$ cat src/design/lsahc_pkg.sv
// Shared constants and helpers for the LRU set-associative hit counter.
// No dependencies; every other design file refers to this package by scope.
package lsahc_pkg;

    localparam int ADDR_W     = 64;
    localparam int COUNT_W    = 48;
    localparam int HASH_SHIFT = 13;
    localparam int DEF_SETS   = 8192;
    localparam int DEF_WAYS   = 16;

    localparam logic [COUNT_W-1:0] COUNT_MAX = {COUNT_W{1'b1}};

    // true when n is a power of two (one counts)
    function automatic bit is_pow2(input int n);
        return ((n & (n - 1)) == 0);
    endfunction

    // index width for n sets, at least one bit
    function automatic int set_width(input int n);
        return (n > 1) ? $clog2(n) : 1;
    endfunction

endpackage

$ cat src/design/lsahc_set_index.sv
// Set index unit: (address ^ (address >> 13)) mod SETS.
// Power-of-two set counts use a mask; other counts reduce one byte per cycle.
// Depends on lsahc_pkg.
module lsahc_set_index #(
    parameter int SETS = lsahc_pkg::DEF_SETS
) (
    input  logic                                       clk,
    input  logic                                       rst_n,
    input  logic                                       start,
    input  logic [lsahc_pkg::ADDR_W-1:0]               address,
    output logic                                       done,
    output logic [lsahc_pkg::set_width(SETS)-1:0]      set_idx
);

    localparam int SET_W = lsahc_pkg::set_width(SETS);

    logic [lsahc_pkg::ADDR_W-1:0] hash;
    assign hash = address ^ (address >> lsahc_pkg::HASH_SHIFT);

    generate
        if (lsahc_pkg::is_pow2(SETS)) begin : g_mask
            // index is ready in the cycle the address is presented
            assign done = 1'b0;
            if (SETS == 1) begin : g_one
                assign set_idx = '0;
            end
            else begin : g_bits
                assign set_idx = hash[SET_W-1:0];
            end
        end
        else begin : g_reduce
            localparam int RW    = SET_W + 1;
            localparam int NSTEP = lsahc_pkg::ADDR_W / 8;
            localparam int CW    = $clog2(NSTEP);
            localparam logic [RW-1:0] SETS_R = RW'(SETS);
            localparam logic [CW-1:0] LAST   = CW'(NSTEP - 1);

            logic [lsahc_pkg::ADDR_W-1:0] hash_reg, hash_next;
            logic [SET_W-1:0]             rem_reg, rem_next;
            logic [CW-1:0]                cnt_reg, cnt_next;
            logic                         busy_reg, busy_next;
            logic                         done_reg, done_next;

            // remainder stays below SETS, so 2r+1 stays below 2*SETS
            always_comb
            begin
                logic [RW-1:0] r;
                logic [7:0]    digit;
                hash_next = hash_reg;
                rem_next  = rem_reg;
                cnt_next  = cnt_reg;
                busy_next = busy_reg;
                done_next = 1'b0;
                digit     = hash_reg[lsahc_pkg::ADDR_W-1 -: 8];
                r         = {1'b0, rem_reg};
                for (int b = 7; b >= 0; b--)
                begin
                    r = {r[RW-2:0], digit[b]};
                    if (r >= SETS_R)
                    begin
                        r = r - SETS_R;
                    end
                end
                if (start)
                begin
                    hash_next = hash;
                    rem_next  = '0;
                    cnt_next  = '0;
                    busy_next = 1'b1;
                end
                else if (busy_reg)
                begin
                    hash_next = hash_reg << 8;
                    rem_next  = r[SET_W-1:0];
                    cnt_next  = cnt_reg + 1'b1;
                    if (cnt_reg == LAST)
                    begin
                        busy_next = 1'b0;
                        done_next = 1'b1;
                    end
                end
            end

            always_ff @(posedge clk or negedge rst_n)
            begin
                if (!rst_n)
                begin
                    busy_reg <= 1'b0;
                    done_reg <= 1'b0;
                    cnt_reg  <= '0;
                end
                else
                begin
                    busy_reg <= busy_next;
                    done_reg <= done_next;
                    cnt_reg  <= cnt_next;
                end
            end

            always_ff @(posedge clk)
            begin
                hash_reg <= hash_next;
                rem_reg  <= rem_next;
            end

            assign done    = done_reg;
            assign set_idx = rem_reg;
        end
    endgenerate

endmodule

$ cat config.mk
export PLATFORM = sky130hd
export DESIGN_NAME = lsahc_set_index
export DESIGN_NICKNAME = d
export VERILOG_FILES = /design/src/design/lsahc_pkg.sv /design/src/design/lsahc_set_index.sv
export SDC_FILE = /design/constraint.sdc
export NUM_CORES = 1
export LEC_CHECK = 0
export BUFFER_PORTS_ARGS = -buffer_cell sky130_fd_sc_hd__buf_2
export CORE_AREA = 5 5 42 44
export DETAILED_ROUTE_END_ITERATION = 16
export DIE_AREA = 0 0 47 49
export GPL_ROUTABILITY_DRIVEN = 0
export MAX_ROUTING_LAYER = met4
export PLACE_DENSITY = 0.71
export SLEW_MARGIN = 20
export SYNTH_ARGS = -nofsm -noshare
export SYNTH_HDL_FRONTEND = slang
export SYNTH_SLANG_ARGS = --single-unit
$ cat constraint.sdc
create_clock -name vclk -period 0.8
set_input_delay 0.08 -clock vclk [all_inputs]
set_output_delay 0.08 -clock vclk [all_outputs]
set_load 0.05 [all_outputs]
-- Yosys cells after proc, flatten, opt, wreduce, memory -nomap -nowiden
Cells that the tools add are included.
- output and inout port bits: 14
- bits in registers: 0
- word-level logic and storage cells: 1
- bitwise logic cells: 1
- operators by type and width (operator ; number):
    $xor 13x13->13 ; 1

-- Depth between registers and ports, before layout
Gate-level depths: netlist of run 1.
- depth in word-level cells: 1
- depth in mapped cells: 1

-- Worst setup path after synthesis of run 1
No wires, ideal clock.
- kind: input to output
- start: input port address[13] (netlist name)
- end: output port set_idx[0] (netlist name)
- path buffers: 0
- path slack: -117 ps
- arrival: 837 ps
- required time: 720 ps
- stages on the path: 1
- path through: xor2_1
- longest elaborated chain between the ends: 1
- ends and longest elaborated chain (what ; line ; RTL):
    start: declaration ; lsahc_set_index.sv:10 ; input logic [lsahc_pkg::ADDR_W-1:0] address,
    $xor 13x13->13 ; lsahc_set_index.sv:18 ; assign hash = address ^ (address >> lsahc_pkg::HASH_SHIFT);
    end: declaration ; lsahc_set_index.sv:12 ; output logic [lsahc_pkg::set_width(SETS)-1:0] set_idx
Every way passes these cells.

-- Final worst setup path of run 1
- start: input port address[20] (netlist name)
- end: output port set_idx[7] (netlist name)
The elaborated chain is that of the path after synthesis.

==> results of run 1 <==
report_power, final:
part	total, uW	internal (uW)	switching (uW)
sequential	0	0	0
combinational	483	137	346
clock	0	0	0
total	483	137	346
final cells by class:
type                            instances  area, um2
Multi-Input combinational cell         14        215
Fill cell                             165        971
Timing Repair Buffer                   39        195
Tap cell                               16       20.0
kinds of logic (layout without fill, tap and decap cells):
| logic type | count (synthesis) | in the layout | share of synthesized area [%] |
|---|---|---|---|
| buf+inv | 1 | 39 | 6.00 |
| other cells | 1 | 1 | 3.00 |
| xor+xnor | 13 | 13 | 91.0 |
worst max-delay path, cell delays in order:
cell	delay [ns]
buf_2	0.11
xor2_2	0.13
buf_2	0.27
routing by layer:
metal	routed length [um]	global-route usage [%]
met4	0	0
met2	276	9.50
met3	154	0
met5	0	-
met1	167	5.08
per-stage QoR:
| stage | hold WS [ns] | cell area [um2] | instances | setup slack [ns] | power [uW] |
|---|---|---|---|---|---|
| 6_report | 0.507 | 430 | 69 | 0.118 | 483 |
| 5_1_grt | 0.517 | 430 | 69 | 0.0778 | 507 |
| 4_1_cts | 0.510 | 430 | 69 | 0.106 | 489 |
| 3_5_place_dp | 0.509 | 430 | 69 | 0.106 | 488 |
| 3_3_place_gp | 0.506 | 430 | 69 | 0.113 | 482 |
| 2_1_floorplan | 0.334 | 223 | 15 | 0.147 | 326 |
cell usage after synthesis:
library cell | instances | share of area [%]
buf_4 | 1 | 6.0
xor2_1 | 13 | 91
conb_1 | 1 | 3.0
final timing paths:
check,cells after the start,slack (ns),from,end
worst max-delay path,3,0.12,address[20],set_idx[7]
worst min-delay path,3,0.51,address[6],set_idx[6]
==> results.toml, run 1 <==
[power]
p_leak_uw = 0.000229
peakVddDrop_mv = 0.370
powerDensity_nw_per_um2 = 1120

[logic_synthesis]
syn_avg_cell_area_um2 = 8.34
syn_nets = 82
synth_cells = 15
synth.distinct_cells = 3
seq_area_frac_synth_pct = 0
synth_area_um2 = 125
yosysWarnings = 0

[detailed_routing]
drtIter0Drc = 0
firstDrtPassIters = 1
detail-route-antenna-nets = 0
wl_per_cell_um = 8.67
vias = 234
drc = 0
viasPerCell = 3.39
drt-total-wl_um = 598

[timing]
max_freq_mhz = 1470
setup_tns_ns = 0
finalCritPeriodShare_pct = 85.2
fin_crit_ns = 0.682
slew_viol_final = 0
rsz0062_at_grt = "false"
final-hold-violation-count = 0
setup_viol = 0

[setup_path]
critical_path_class = "in2out"
startpoint_type = "primary input"
worstPathArrival_ns = 0.60
critPathCaptureType = "output port"
crit_fanout = 1
cp.required_ns = 0.72

[cells_and_area]
layout_commonest_cell = "buf_2"
regArea_um2 = 0
nets = 122
postLayoutCoreUtil_pct = 30.7
final_cell_mix = "buf_2 (39), xor2_2 (13), conb_1 (1)"
n_sequential_cell = 0
antenna_cells = 0
clock_buffers = 0
layout-drive-gt1-share_pct = 98.1
areaGrowthSynthToFinish_pct = 244

[place]
place_hpwl_um = 608
io_buffer_count = 39

[global_routing]
antenna_found_initial = 0
grt_overflow_total = 0
grt_use_total_pct = 4.70
grt_max_degree = 2
grt_pass1_vias = 224
grt_pass1_wl_um = 841

[floorplan]
core_area_um2 = 1400
die_width_um = 47
die-area_um2 = 2300
io_pins = 81
fp-row-count = 14
start_util_pct = 8.93
die_y_um = 49

[clock_tree]
post_cts_buffers = 0
ctsHoldBuffers = 0
ctsResizeCount = 0

[hold_path]
min_path_type = "in2out"

[outcome]
outcome = "finished, final reports clean"

[flow_run]
max-cap-violations = 0
No activity file was read; power rests on OpenSTA's default activity.
==> run 2, diff against run 1 <==
Settings changed: RECOVER_POWER set to 50.
==> run 2 against run 1 <==
Effect of this change: sequential share of layout area stayed put; hold slack better by 0.0029 ns; setup slack got worse by 0.012 ns; design area unchanged; die area did not move; critical path depth unchanged; sequential cell count stayed put; cell count stayed put.
==> results.toml, run 2 (synthesized netlist as in run 1, its figures left out) <==
[setup_path]
crit_chain = "buf_2, xor2_2, clkbuf_2"
critical_path_class = "in2out"
max_stage_delay_ns = 0.29
critPathCaptureType = "output port"
worstPathArrival_ns = 0.61
cp_slowest_cell = "clkbuf_2"
cp.required_ns = 0.72
startpoint_type = "primary input"
crit_fanout = 1

[detailed_routing]
drt-total-wl_um = 595
drc = 0
vias = 234
viasPerCell = 3.39
firstDrtPassIters = 1
wl_per_cell_um = 8.62
detail-route-antenna-nets = 0
drtIter0Drc = 0

[global_routing]
grt_pass1_vias = 224
grt_use_total_pct = 4.70
grt_pass1_wl_um = 841
grt_overflow_total = 0
antenna_found_initial = 0
grt_max_degree = 2

[flow_run]
max-cap-violations = 0

[hold_path]
min_path_type = "in2out"
worstHoldEndpoint = "set_idx[7]"
hold_depth = 3
min-delay-start = "address[7]"

[place]
io_buffer_count = 39
pre_cts_ws_ns = 0.106
place_inst = 69
place_hpwl_um = 608

[timing]
worst_slack_ns = 0.107
setup_tns_ns = 0
max_freq_mhz = 1440
setup_viol = 0
slew_viol_final = 0
fin_crit_ns = 0.693
finalCritPeriodShare_pct = 86.7
final-hold-violation-count = 0
rsz0062_at_grt = "false"

[power]
powerDensity_nw_per_um2 = 1120
power.share.clock_pct = 0
seqPwrFrac_pct = 0
internal_power_uw = 136
switching_share_pct = 71.9
p_leak_uw = 0.000231
peakVddDrop_mv = 0.369
combPwrFrac_pct = 100.0
p_switching_uw = 347

[clock_tree]
ctsResizeCount = 0
post_cts_buffers = 0
ctsHoldBuffers = 0

[cells_and_area]
clock_buffers = 0
layout_commonest_cell = "buf_2"
final_cell_mix = "buf_2 (33), xor2_2 (13), clkbuf_2 (6), conb_1 (1)"
n_sequential_cell = 0
nets = 122
antenna_cells = 0
regArea_um2 = 0
areaGrowthSynthToFinish_pct = 244
layout-drive-gt1-share_pct = 98.1
postLayoutCoreUtil_pct = 30.7
final_cells = 69

[floorplan]
core_area_um2 = 1400
fp-row-count = 14
die_width_um = 47
io_pins = 81
start_util_pct = 8.93
die_y_um = 49
die-area_um2 = 2300

[outcome]
outcome = "finished, final reports clean"
## run 2: changes by cell type in the layout (fill, tap and decap cells not counted)
cell and change:
clkbuf_2 +6, buf_2 -6
## run 2: metal layers
metal  vias to the layer above  GRT usage [%]  part of all wire (%)
met5                         -              -                     0
met4                         0              0                     0
met3                         0              0                    26
met2                        31           9.50                    46
met1                        98           5.08                    28
li1                        105              -                     -
## run 2: how the worst max path moves through the flow
stage,from,slack [ns],cells past startpoint,endpoint
after global routing,address[19],0.07,3,set_idx[6]
after global placement,address[18],0.11,3,set_idx[5]
final,address[15],0.11,3,set_idx[2]
after CTS,address[18],0.11,3,set_idx[5]
after detailed placement,address[18],0.11,3,set_idx[5]
after floorplan,address[13],0.15,1,set_idx[0]
## run 2: through the flow
stage | area (um2) | total power, uW | hold WS, ns
after floorplan | 223 | 326 | 0.334
after global placement | 430 | 482 | 0.506
after detailed placement | 430 | 488 | 0.509
after CTS | 430 | 489 | 0.510
after global routing | 430 | 507 | 0.522
final | 430 | 483 | 0.510
## run 2: area by class of cell
type / instances / area, um2
fillers: 165 / 971
multi-input cells: 14 / 215
well taps: 16 / 20.0
repair buffers: 39 / 195
## run 2: worst max-delay path: cells and delay by family
family | cells | cell delay, ns
buffers and inverters | 2 | 0.40
XOR/XNOR | 1 | 0.13
## run 2: power by group through the flow
stage	combinational, uW	clock, uW	sequential [uW]
after floorplan	326	0	0
after global placement	482	0	0
after detailed placement	488	0	0
after CTS	489	0	0
after global routing	507	0	0
final	483	0	0
==> run 3, diff against run 2 <==
Settings changed: BUFFER_PORTS_ARGS -buffer_cell sky130_fd_sc_hd__buf_2 to -buffer_cell sky130_fd_sc_hd__buf_4, MAX_ROUTING_LAYER met4 to not set.
==> run 3 against run 2 <==
Effect of this change: sequential share of layout area stayed put; total power rose by 12%; die area unchanged; via count is 5.1% higher; global-route usage up 0.80 points; setup slack got worse by 0.0027 ns; design area rose by 19%; combinational power is 12% higher; critical endpoint is now set_idx[3]; highest routed layer unchanged.
==> results.toml, run 3 (synthesized netlist as in run 1, its figures left out) <==
[setup_path]
worstPathArrival_ns = 0.62
path_buf_inv = 2
critPathCaptureType = "output port"
crit_fanout = 1
startpoint_type = "primary input"
max_stage_delay_ns = 0.28
cp_slowest_cell = "clkbuf_2"
critical_path_class = "in2out"
crit_chain = "buf_4, xor2_2, clkbuf_2"
cp.required_ns = 0.72
critPathTopFamily = "buffers and inverters"

[global_routing]
use_met3_pct = 3.32
grt_use_total_pct = 5.50
grt_use_met2_pct = 11.3
grt_use_met1_pct = 4.20
grt_pass1_wl_um = 993
grt_overflow_total = 0
antenna_found_initial = 0
grt_max_degree = 2
grt.busiest_layer = "met2"
grt_pass1_vias = 280

[timing]
setup_viol = 0
fin_crit_ns = 0.696
final-hold-violation-count = 0
slew_viol_final = 0
finalCritPeriodShare_pct = 87.0
max_freq_mhz = 1440
rsz0062_at_grt = "false"
setup_tns_ns = 0

[detailed_routing]
viasPerCell = 3.57
wl_per_cell_um = 9.77
detail-route-antenna-nets = 0
drt-total-wl_um = 674
vias = 246
firstDrtPassIters = 1
drtIter0Drc = 0
drc = 0

[cells_and_area]
n_sequential_cell = 0
postLayoutCoreUtil_pct = 36.6
antenna_cells = 0
fillers = 160
areaGrowthSynthToFinish_pct = 310
nets = 122
final_cell_mix = "buf_4 (33), xor2_2 (13), clkbuf_2 (6), conb_1 (1)"
clock_buffers = 0
layout-drive-gt1-share_pct = 98.1
layout_commonest_cell = "buf_4"
regArea_um2 = 0

[floorplan]
core_area_um2 = 1400
die_y_um = 49
fp-row-count = 14
start_util_pct = 8.93
die_width_um = 47
die-area_um2 = 2300
io_pins = 81

[place]
io_buffer_count = 39
place_hpwl_um = 689

[clock_tree]
ctsResizeCount = 0
post_cts_buffers = 0
ctsHoldBuffers = 0

[power]
p_switching_uw = 348
combPwrFrac_pct = 100.0
switching_share_pct = 64.3
peakVddDrop_mv = 0.438
power.share.clock_pct = 0
p_leak_uw = 0.000259
seqPwrFrac_pct = 0
powerDensity_nw_per_um2 = 1050
internal_power_uw = 193

[outcome]
outcome = "finished, final reports clean"

[hold_path]
min_path_type = "in2out"

[flow_run]
max-cap-violations = 0
==> run 3: cell counts in the layout (fill, tap and decap cells not counted) <==
Identical to the previous run, type by type.
==> run 3: path summary, 6_finish.rpt <==
kind / startpoint / to / slack, ns / depth (start not counted)
setup / recovery: address[16] / set_idx[3] / 0.10 / 3
hold / removal: address[0] / set_idx[0] / 0.47 / 3
==> run 3: layout make-up <==
cell class / count / area [um2] / area share (%)
Tap cell: 16 / 20.0 / 3.90
Multi-Input combinational cell: 14 / 215 / 42.0
Timing Repair Buffer: 39 / 278 / 54.1
==> run 3: through the flow <==
stage | hold WS [ns] | worst slack, ns | power [uW] | instance area [um2] | cells
after floorplan | 0.334 | 0.147 | 326 | 223 | 15
after global placement | 0.474 | 0.167 | 562 | 528 | 69
after detailed placement | 0.477 | 0.159 | 567 | 528 | 69
after CTS | 0.477 | 0.159 | 568 | 528 | 69
after global routing | 0.486 | 0.0785 | 567 | 513 | 69
final | 0.475 | 0.104 | 541 | 513 | 69
==> run 3: routing by layer <==
metal,wire (um),share of wire (%)
met5,0,0
met4,0,0
met3,185,27
met2,342,51
met1,146,22
==> run 3: power groups by stage <==
stage / clock network (uW) / logic, uW / registers [uW]
final: 0 / 541 / 0
after global routing: 0 / 567 / 0
after CTS: 0 / 568 / 0
after detailed placement: 0 / 567 / 0
after global placement: 0 / 562 / 0
after floorplan: 0 / 326 / 0
